$ cat config.mk
export PLATFORM = sky130hd
export DESIGN_NAME = multi_voice_adsr_envelope_unit
export DESIGN_NICKNAME = d
export VERILOG_FILES = /design/src/mvadsr_pkg.sv /design/src/multi_voice_adsr_envelope_unit.sv
export SDC_FILE = /design/constraint.sdc
export NUM_CORES = 2
export LEC_CHECK = 0
export ABC_AREA = 1
export ABC_CLOCK_PERIOD_IN_PS = 18500
export BUFFER_PORTS_ARGS = -buffer_cell sky130_fd_sc_hd__buf_2
export CORE_ASPECT_RATIO = 0.9
export CORE_UTILIZATION = 55
export CTS_CLUSTER_SIZE = 30
export DETAILED_ROUTE_END_ITERATION = 7
export PLACE_DENSITY = 0.72
export SYNTH_ARGS = -nofsm -noshare
export SYNTH_HDL_FRONTEND = slang
export SYNTH_SLANG_ARGS = --single-unit
$ cat constraint.sdc
create_clock -name clk -period 18.5 [get_ports clk]
set_clock_uncertainty 0.2 [all_clocks]
set_input_delay 3.7 -clock clk [delete_from_list [all_inputs] [get_ports clk]]
set_output_delay 3.7 -clock clk [all_outputs]
set_load 0.03 [all_outputs]
$ cat src/mvadsr_pkg.sv
package mvadsr_pkg;

  // Opcodes carried in the input tuser field.
  localparam logic [2:0] OP_TICK    = 3'd0;
  localparam logic [2:0] OP_KEY_ON  = 3'd1;
  localparam logic [2:0] OP_KEY_OFF = 3'd2;
  localparam logic [2:0] OP_ADSR1   = 3'd3;
  localparam logic [2:0] OP_ADSR2   = 3'd4;
  localparam logic [2:0] OP_LEVEL   = 3'd5;
  localparam logic [2:0] OP_READ    = 3'd6;

  // Envelope limits and rate constants.
  localparam logic [14:0] LEVEL_MAX   = 15'h7fff;
  localparam logic [14:0] EXP_KNEE    = 15'h6000;
  localparam logic [4:0]  SHIFT_KNEE  = 5'd11;
  localparam logic [1:0]  GUARD_TICKS = 2'd2;
  localparam logic [3:0]  STEP_DEC    = 4'b1000;

  typedef enum logic [1:0] {
    PH_ATTACK  = 2'd0,
    PH_DECAY   = 2'd1,
    PH_SUSTAIN = 2'd2,
    PH_RELEASE = 2'd3
  } phase_t;

  // Parameters latched at phase entry; step is a signed 4-bit value.
  typedef struct packed {
    logic [14:0] target;
    logic        expo;
    logic        dec;
    logic [4:0]  shift;
    logic [3:0]  step;
  } params_t;

  // Complete state of one voice, held as one memory word.
  typedef struct packed {
    logic [15:0] adsr1;
    logic [15:0] adsr2;
    logic [14:0] level;
    phase_t      phase;
    logic [22:0] rate_wait;
    logic [1:0]  guard;
    params_t     params;
  } voice_rec_t;

endpackage

$ cat src/multi_voice_adsr_envelope_unit.sv
// Multi-voice ADSR envelope unit: per-voice state lives in one voice memory.
// The result word is registered in the write state, once the output is free; each
// input word passes the read, compute and write-back sequence on the single port of
// the voice memory, and a new one is accepted only after the last has finished.
// Reset (rst, synchronous, active high) clears the per-voice valid bits at once,
// so every voice reads as all zero in attack phase; no clearing pass is needed.
module multi_voice_adsr_envelope_unit
  import mvadsr_pkg::*;
#(
  parameter int NUM_VOICES = 24
) (
  input  logic        clk,
  input  logic        rst,
  input  logic        s_tvalid,
  output logic        s_tready,
  input  logic [23:0] s_tdata,   // voice [4:0], data_value [20:5], zero [23:21]
  input  logic [2:0]  s_tuser,   // opcode [2:0]
  output logic        m_tvalid,
  input  logic        m_tready,
  output logic [23:0] m_tdata    // envelope_level [14:0], envelope_phase [16:15],
                                 // accepted [17], zero [23:18]
);

  localparam int VW = (NUM_VOICES > 1) ? $clog2(NUM_VOICES) : 1;

  typedef enum logic [1:0] {
    S_IDLE,
    S_CALC,
    S_WRITE
  } state_t;

  state_t state;

  // Latched item.
  logic [2:0]    op_q;
  logic [VW-1:0] addr_q;
  logic [15:0]   data_q;
  logic          oob_q;

  // Voice memory and its valid bits.
  voice_rec_t    voice_mem [NUM_VOICES];
  logic          vld [NUM_VOICES];
  voice_rec_t    rd_q;
  logic          rd_vld_q;

  // Compute stage registers.
  voice_rec_t    cur_q;
  logic signed [15:0] step_q;
  logic signed [31:0] prod_q;
  logic [22:0]   rwbase_q;

  // Updated voice record written back to the memory.
  voice_rec_t    nxt_rec;

  // Output fields.
  logic [14:0]   out_level;
  logic [1:0]    out_phase;
  logic          out_acc;

  logic          in_accept;
  logic [4:0]    in_voice;
  logic [VW-1:0] in_addr;
  logic          mem_we;
  logic          out_free;

  assign in_voice  = s_tdata[4:0];
  assign in_addr   = VW'(in_voice);
  assign s_tready  = (state == S_IDLE) && !rst;
  assign in_accept = s_tvalid && s_tready;
  assign out_free  = !m_tvalid || m_tready;
  assign mem_we    = (state == S_WRITE) && out_free && !oob_q;

  // Parameters of a phase taken from the stored ADSR words.
  function automatic params_t phase_entry(input logic [15:0] a1, input logic [15:0] a2,
                                          input phase_t ph);
    params_t     p;
    logic [15:0] t;
    p = '0;
    t = 16'({1'b0, a1[3:0]} + 5'd1) << SHIFT_KNEE;
    unique case (ph)
      PH_ATTACK: begin
        p.target = LEVEL_MAX;
        p.expo   = a1[15];
        p.dec    = 1'b0;
        p.shift  = a1[14:10];
        p.step   = 4'd7 - {2'b00, a1[9:8]};
      end
      PH_DECAY: begin
        p.target = t[15] ? LEVEL_MAX : t[14:0];
        p.expo   = 1'b1;
        p.dec    = 1'b1;
        p.shift  = {1'b0, a1[7:4]};
        p.step   = STEP_DEC;
      end
      PH_SUSTAIN: begin
        p.target = '0;
        p.expo   = a2[15];
        p.dec    = a2[14];
        p.shift  = a2[12:8];
        p.step   = a2[14] ? (STEP_DEC + {2'b00, a2[7:6]}) : (4'd7 - {2'b00, a2[7:6]});
      end
      default: begin
        p.target = '0;
        p.expo   = a2[5];
        p.dec    = 1'b1;
        p.shift  = a2[4:0];
        p.step   = STEP_DEC;
      end
    endcase
    return p;
  endfunction

  // Read and write of the voice memory.
  always_ff @(posedge clk) begin
    if (in_accept) begin
      rd_q <= voice_mem[in_addr];
    end
    if (mem_we) begin
      voice_mem[addr_q] <= nxt_rec;
    end
  end

  // Valid bits: a voice never written reads as its reset state.
  always_ff @(posedge clk) begin
    if (rst) begin
      for (int i = 0; i < NUM_VOICES; i++) begin
        vld[i] <= 1'b0;
      end
      rd_vld_q <= 1'b0;
    end else begin
      if (in_accept) begin
        rd_vld_q <= vld[in_addr];
      end
      if (mem_we) begin
        vld[addr_q] <= 1'b1;
      end
    end
  end

  // First compute stage: shifted step, scaled product and new rate wait.
  voice_rec_t         cur;
  logic [4:0]         sh;
  logic [3:0]         lsh;
  logic signed [15:0] step_sh;
  logic [22:0]        rwbase;

  assign cur     = rd_vld_q ? rd_q : '0;
  assign sh      = cur.params.shift;
  assign lsh     = (sh < SHIFT_KNEE) ? 4'(SHIFT_KNEE - sh) : 4'd0;
  assign step_sh = $signed({{12{cur.params.step[3]}}, cur.params.step}) <<< lsh;
  assign rwbase  = (sh > SHIFT_KNEE) ? (23'd1 << (sh - SHIFT_KNEE)) : 23'd1;

  always_ff @(posedge clk) begin
    if (state == S_CALC) begin
      cur_q    <= cur;
      step_q   <= step_sh;
      prod_q   <= step_sh * $signed({1'b0, cur.level});
      rwbase_q <= rwbase;
    end
  end

  // Second stage: scale toward zero, add, clamp and check the phase target.
  logic signed [31:0] prod_div;
  logic signed [17:0] step_eff;
  logic signed [17:0] env;
  logic [14:0]        lvl_new;
  logic               reached;
  params_t            p_cur;

  assign p_cur    = cur_q.params;
  assign prod_div = prod_q[31] ? ((prod_q + 32'sd32767) >>> 15) : (prod_q >>> 15);
  assign step_eff = (p_cur.expo && p_cur.dec) ? $signed(prod_div[17:0])
                                               : 18'(step_q);
  assign env      = $signed({3'b000, cur_q.level}) + step_eff;
  assign lvl_new  = env[17] ? 15'd0 :
                    (env > $signed({3'b000, LEVEL_MAX})) ? LEVEL_MAX : env[14:0];
  assign reached  = p_cur.dec ? (lvl_new <= p_cur.target) : (lvl_new >= p_cur.target);

  logic       acc;
  phase_t     key_ph;
  phase_t     adv_ph;

  assign key_ph = (op_q == OP_KEY_ON) ? PH_ATTACK : PH_RELEASE;
  assign adv_ph = (cur_q.phase == PH_ATTACK) ? PH_DECAY : PH_SUSTAIN;

  // Next voice state for the latched opcode.
  always_comb begin
    nxt_rec = cur_q;
    acc     = 1'b1;
    unique case (op_q)
      OP_TICK: begin
        if (cur_q.guard != 2'd0) begin
          nxt_rec.guard = cur_q.guard - 2'd1;
        end
        if (cur_q.rate_wait != 23'd0) begin
          nxt_rec.rate_wait = cur_q.rate_wait - 23'd1;
        end else begin
          nxt_rec.rate_wait = (p_cur.expo && !p_cur.dec && cur_q.level > EXP_KNEE)
                            ? (rwbase_q << 2) : rwbase_q;
          nxt_rec.level = lvl_new;
          if ((cur_q.phase == PH_ATTACK || cur_q.phase == PH_DECAY) && reached) begin
            nxt_rec.phase  = adv_ph;
            nxt_rec.params = phase_entry(cur_q.adsr1, cur_q.adsr2, adv_ph);
          end
        end
      end
      OP_KEY_ON, OP_KEY_OFF: begin
        if (cur_q.guard != 2'd0) begin
          acc = 1'b0;
        end else begin
          nxt_rec.guard     = GUARD_TICKS;
          nxt_rec.phase     = key_ph;
          nxt_rec.params    = phase_entry(cur_q.adsr1, cur_q.adsr2, key_ph);
          nxt_rec.rate_wait = '0;
          if (op_q == OP_KEY_ON) begin
            nxt_rec.level = '0;
          end
        end
      end
      OP_ADSR1: nxt_rec.adsr1 = data_q;
      OP_ADSR2: nxt_rec.adsr2 = data_q;
      OP_LEVEL: nxt_rec.level = data_q[15] ? LEVEL_MAX : data_q[14:0];
      default: begin
        // Read and the spare opcode leave the voice unchanged.
      end
    endcase
  end

  // Sequencer and output word register.
  always_ff @(posedge clk) begin
    if (rst) begin
      state    <= S_IDLE;
      m_tvalid <= 1'b0;
    end else begin
      // The write state loads a new word itself; elsewhere a taken word is dropped.
      if (m_tready && state != S_WRITE) begin
        m_tvalid <= 1'b0;
      end
      unique case (state)
        S_IDLE: begin
          if (in_accept) begin
            op_q   <= s_tuser;
            addr_q <= in_addr;
            data_q <= s_tdata[20:5];
            oob_q  <= !(32'(in_voice) < NUM_VOICES);
            state  <= S_CALC;
          end
        end
        S_CALC: begin
          state <= S_WRITE;
        end
        S_WRITE: begin
          if (out_free) begin
            m_tvalid  <= 1'b1;
            out_level <= oob_q ? 15'd0 : nxt_rec.level;
            out_phase <= oob_q ? 2'd0 : nxt_rec.phase;
            out_acc   <= oob_q ? 1'b0 : acc;
            state     <= S_IDLE;
          end
        end
        default: state <= S_IDLE;
      endcase
    end
  end

  assign m_tdata = {6'd0, out_acc, out_phase, out_level};

endmodule
# ---- Word level (Yosys, flattened, before mapping)
# Memories as Yosys holds them, arrays and structs flattened. A register that Yosys moved wholly into a read port is not among the register bits.
# Index checks and enable logic that the tools add are counted.
dict set report word_totals {
  ff_bits 217
  mem_bits_rw 2424
  in_bits 31
  elab_cells 133
  memories 2
}
dict set report classes {
  add_sub_neg 10
  mul 1
  order_cmp 7
  eq_ne 15
  shift 2
  n_mux 44
  bitwise_logic 1
  reduce_logical 28
}
# memory depth width read_ports rd_clocked_by_memory_dff wr line
set memory_table {}
lappend memory_table {voice_mem 24 100 1 1 1 multi_voice_adsr_envelope_unit.sv:41} ;# voice_rec_t voice_mem [NUM_VOICES];
lappend memory_table {vld 24 1 1 1 24 multi_voice_adsr_envelope_unit.sv:42} ;# logic vld [NUM_VOICES];
# op n
set op_table {}
lappend op_table {{26-bit one-hot mux with 3 select lines} 2}
lappend op_table {{68-bit two-way mux} 2}
lappend op_table {{53-bit one-hot mux with 2 select lines} 1}
lappend op_table {{15-bit two-way mux} 5}
lappend op_table {{26-bit two-way mux} 2}
lappend op_table {{23-bit two-way mux} 2}
lappend op_table {{15-bit one-hot mux with 3 select lines} 1}
lappend op_table {{18-bit two-way mux} 2}
lappend op_table {{32-bit by 16-bit adder with 32-bit output, second input constant} 1}
lappend op_table {{16-bit by 16-bit multiplier with 32-bit output} 1}
lappend op_table {{16-bit two-way mux} 2}
lappend op_table {{23-bit nonzero test} 1}
lappend op_table {{1-bit by 5-bit << shifter with 23-bit output, first input constant} 1}
lappend op_table {{23-bit by 1-bit subtractor with 23-bit output, second input constant} 1}
lappend op_table {{16-bit by 18-bit adder with 18-bit output} 1}
lappend op_table {{18-bit by 16-bit greater-than comparator with 1-bit output, second input constant} 1}
lappend op_table {{17-bit two-way mux} 1}
lappend op_table {{4-bit by 4-bit <<< shifter with 16-bit output} 1}
lappend op_table {{15-bit greater-or-equal comparator} 1}
lappend op_table {{15-bit greater-than comparator, second input constant} 1}
lappend op_table {{15-bit <= comparator} 1}
lappend op_table {{1-bit two-way mux} 14}
lappend op_table {{2-bit two-way mux} 6}
lappend op_table {{1-bit logical AND} 9}
lappend op_table {{other kinds (28)} 48}

# ---- Depth between registers and ports, before layout
dict set report depth {
  word_depth 13
  mapped_depth 44
}

# ---- Worst setup path before layout
# No wires, ideal clock.
dict set report synth_timing {
  path_type {in2reg}
  start {in m_tready}
  end {mem voice_mem[23][0] in the netlist's numbering, enable pin}
  setup_time_ns 0.681
  t_arrival_ns 11.024
  required_ns 17.619
  slack_ns 6.595
  cell_stages 4
  cell_sequence {nor2_1 nor3_1 inv_1 nor3_1}
}
dict set report synth_between {
  elab_chain_len 5
}
# element line
set synth_rtl {}
lappend synth_rtl {{start: declaration} multi_voice_adsr_envelope_unit.sv:19} ;# input logic m_tready,
lappend synth_rtl {{1-bit logical OR} multi_voice_adsr_envelope_unit.sv:70} ;# assign out_free = !m_tvalid || m_tready;
lappend synth_rtl {{1-bit logical AND (2 in a row)} multi_voice_adsr_envelope_unit.sv:71} ;# assign mem_we = (state == S_WRITE) && out_free && !oob_q;
lappend synth_rtl {{1-bit two-way mux} multi_voice_adsr_envelope_unit.sv:118} ;# if (mem_we) begin
lappend synth_rtl {{1-bit two-way mux (implied by the code)} multi_voice_adsr_envelope_unit.sv:119} ;# voice_mem[addr_q] <= nxt_rec;
lappend synth_rtl {{end: declaration} multi_voice_adsr_envelope_unit.sv:41}
# No other way between the ends.

# ---- Worst setup path in the final report
dict set report layout_timing {
  start {reg rd_vld_q, read port of vld}
  end {reg prod_q[29], data pin}
}
dict set report layout_between {
  elab_chain_len 5
  word_cells_on_any_way 6
  cone_classes {add/sub: 1; mul: 1; order compare: 1; shift: 1; mux: 2}
}
# element line
set layout_rtl {}
lappend layout_rtl {{start: declaration} multi_voice_adsr_envelope_unit.sv:44} ;# logic rd_vld_q;
lappend layout_rtl {{68-bit two-way mux *} multi_voice_adsr_envelope_unit.sv:147} ;# assign cur = rd_vld_q ? rd_q : '0;
lappend layout_rtl {{4-bit subtractor / 5-bit by 4-bit < comparator with 1-bit output (equally long branches)} multi_voice_adsr_envelope_unit.sv:149} ;# assign lsh = (sh < SHIFT_KNEE) ? 4'(SHIFT_KNEE - sh) : 4'd0;
lappend layout_rtl {{4-bit two-way mux} multi_voice_adsr_envelope_unit.sv:149}
lappend layout_rtl {{4-bit by 4-bit <<< shifter with 16-bit output} multi_voice_adsr_envelope_unit.sv:150} ;# assign step_sh = $signed({{12{cur.params.step[3]}}, cur.params.step}) <<< lsh;
lappend layout_rtl {{16-bit by 16-bit multiplier with 32-bit output *} multi_voice_adsr_envelope_unit.sv:157} ;# prod_q <= step_sh * $signed({1'b0, cur.level});
lappend layout_rtl {{end signal: assignment} multi_voice_adsr_envelope_unit.sv:157}
lappend layout_rtl {{end: declaration} multi_voice_adsr_envelope_unit.sv:49} ;# logic signed [31:0] prod_q;
# Every way passes the cells marked *; elsewhere a longest branch is shown, timed or not.
# A chain may end at the register's enable or synchronous reset.

==> summary.md <==
| Metric | Value |
|---|---|
| Top_reg_cell synth | `edfxtp_1` |
| CP Max Fanout | `24` |
| Mapped Cells | `9452` |
| Number of fill cells | `15770` |
| Maximum clock path buffer count | `4` |
| Leakage dissipation | `44.20 nW` |
| Post-layout nets | `9752` |
| Fmax | `0.1126 GHz` |
| PwrDens | `100.6 mW/mm²` |
| Share of cells above drive strength 1 | `0.07120` |
| Critical Path Start Type | `flip-flop` |
| Synth unique cells | `61` |
| Metal2 WL | `149400 µm` |
| CTS tree | `done` |
| Initial DRC Count | `10930` |
| Seq/Total Area, Yosys | `0.6895` |
| Post-route DRC | `1` |
| Clock root buffer | `clkbuf_16` |
| #FFs+latches synth | `2724` |
| Mapped Area | `0.1181 mm²` |
| Crit path top cell by count | `fa_1` |
| Worst path max stage delay | `0.83 ns` |
| Clock slew at reported path FFs | `0.06 ns` |
| Final setup viols | `0` |
| Worst endpoint required time | `18.94 ns` |
| Worst skew pair latency | `0.93 ns` |
| Initial core utilization | `0.5561` |
| Final Hold Fails | `0` |
| Clk pwr share | `0.409` |
| Clk sink count | `2724` |
| Drt total wl | `323100 µm` |
| Switching pwr | `2.913 mW` |
| WP data arrival | `9.32 ns` |
| Area growth from synthesis to layout | `9.762%` |
| Setup TNS | `0 ns` |
| Commonest non-fill, non-tap cell in the layout | `edfxtp_1` |
| RSZ-0062 raised after global routing | `false` |
| Outcome | `finished, violations left` |
| Antenna viol nets, final | `0` |
| Worst slew pin tran | `1.260 ns` |
| Met3 wire length | `35750 µm` |
| Vias in the first global route | `76660` |
| Die Area | `0.2166 mm²` |
| Largest net degree at the start of global routing | `170` |
| Crit path kind | `flip-flop to flip-flop` |
| Die Y | `441.6 µm` |
| Internal | `10.13 mW` |
| Die X | `490.5 µm` |
| Register Area | `0.08144 mm²` |
| Rows | `160` |
| DR WL/cell | `26.10 µm` |
| Wire length on met1 | `122300 µm` |
| Num CTS Buffers | `276` |
| First-pass GRT wire length | `478000 µm` |
| Slew Limit Fails | `0` |
| Io pins | `57` |
| Crit path max-delay cell type | `fa_1` |
| Crit end category | `flip-flop` |
| Slew headroom | `0.1601` |
| Hold crit path type | `flip-flop to flip-flop` |
| Via count | `78950` |
| DRT Pass-1 Iters | `8` |
| Area of the multi-input gates | `0.03226 mm²` |
| Max-Cap Viols | `0` |
| Vias per cell | `6.380` |
| PortBufs | `47` |
| Initial antenna violation count | `5` |
| Leading cell types in the layout, fill and taps excluded | `edfxtp_1, nor2_1, o21ai_0` |
| Post-cts resize count | `0` |
| EDFF count, synth | `2688` |
| Power Total | `13.04 mW` |
| Avg Inst Size Synth | `12.50 µm²` |
| Failing checks | `DRC` |
| Sw frac | `0.2233` |
| Max layer used | `met5` |
| Final period utilization | `0.4800` |
| Part of the power in registers | `0.528` |
| Htree depth | `5` |
| Asr flop ratio synth | `0` |
| Total gr overflow | `0` |
| DPL Wire Length | `169200 µm` |
| Post-CTS Setup Inserts | `0` |
| Core area | `0.2124 mm²` |
| Warnings, synthesis | `0` |
| All-Layer GR Usage | `0.2931` |
| VDD IR max | `0.09192 mV` |
| GP Congestion | `0.9222` |
| Period minus WS final | `8.880 ns` |
| Comb pwr share | `0.064` |
| Hold buffers post-CTS | `0` |
-- stage by stage --
| step | setup WS (ns) | hold WS [ns] | cell area (µm²) | instances | util |
|---|---|---|---|---|---|
| global route | 9.203 | 0.2716 | 129600 | 12370 | 0.6103 |
| finish | 9.620 | 0.2452 | 129600 | 12380 | 0.6103 |
| global placement | 9.900 | 0.2295 | 121200 | 11910 | 0.5707 |
| CTS | 9.701 | 0.2468 | 129600 | 12370 | 0.6101 |
| floorplan | 6.595 | 0.2136 | 118100 | 9457 | - |
| detailed placement | 9.765 | 0.2292 | 121200 | 11910 | 0.5707 |
-- path summary, 6_finish.rpt --
check | startpoint | end | slack (ns) | cells after the start
worst max-delay path | rd_vld_q$_SDFFE_PP0P_ | prod_q[29]$_DFFE_PN_ | 9.62 | 32
worst min-delay path | vld[30]$_DFF_P_ | vld[30]$_DFF_P_ | 0.25 | 1
worst max register to register | rd_vld_q$_SDFFE_PP0P_ | prod_q[29]$_DFFE_PN_ | 9.62 | 32
worst min register to register | vld[30]$_DFF_P_ | vld[30]$_DFF_P_ | 0.25 | 1
-- synth_stat cells (17+ instances only) --
master       n  area share
fa_1       247       0.042
nor2_1    1541       0.049
xnor2_1     28      0.0021
nand4_1     17     0.00090
inv_1      588       0.019
buf_1       37      0.0012
inv_2       19     0.00060
nand2_1    802       0.025
o211ai_1    52      0.0033
o22ai_1    158      0.0084
ha_1       119       0.013
nor3_1      25      0.0011
o221ai_1   449       0.033
a21oi_1    115      0.0049
nand3_1    230      0.0097
dfxtp_1     36      0.0061
buf_2       34      0.0014
edfxtp_1  2688        0.68
xor2_1      39      0.0029
clkbuf_1   502       0.016
o21ai_0   1549       0.066
-- state kept, by name, indices dropped and copies added, names as in the netlist --
signal,count
data_q,16
out_level,15
out_acc,1
rwbase_q,23
oob_q,1
voice_mem,2376
m_tvalid,1
vld,32
cur_q,99
prod_q,32
rd_q,99
state,2
rd_vld_q,1
out_phase,2
addr_q,5
op_q,3
step_q,16
-- routing by layer --
layer  track usage  vias up
met3       0.05231      939
met2        0.4598     5022
li1              -    34010
met4        0.1309       12
met5             0        -
met1        0.4027    38970
-- cells by family (layout without fill, tap and decap cells) --
group / count (synthesis) / after routing / share of synthesized area
AOI/OAI and AO/OA: 2392 / 2392 / 0.1199
xor gates and xnor gates: 67 / 67 / 0.004968
adders and majority gates: 366 / 366 / 0.05447
buffers and inverters: 1209 / 1289 / 0.03943
DFF: 2724 / 2724 / 0.6895
muxes: 7 / 7 / 0.0006250
other: 1 / 10 / 0.00003175
and+or+nand+nor: 2686 / 2686 / 0.09104
-- power by group through the flow --
stage                     combinational (mW)  sequential [mW]  clock (mW)
after floorplan                        0.539             7.00           0
after global placement                 0.782             7.01           0
after detailed placement               0.810             7.01           0
after CTS                              0.814             6.88        5.36
after global routing                   0.906             6.88        5.60
final                                  0.833             6.88        5.33
-- area by class of cell --
type	instances	area share
multi-input combinational	5524	0.2488
inverter	620	0.01832
antenna	4	0.00007721
clock buffer	339	0.05615
sequential	2724	0.6282
tap	2835	0.02736
clock inverter	121	0.008493
timing repair buffer	209	0.01254
-- worst max-delay path, delay by kind of cell (launching register included) --
family / cells / cell delay, ns
compound gates: 5 / 0.87
xor+xnor: 1 / 0.09
fa+ha+maj: 7 / 3.76
buf+inv: 5 / 0.39
flops: 1 / 0.66
mux: 1 / 0.34
simple gates: 13 / 2.18
Note: power is estimated with default switching activity, not from simulation.
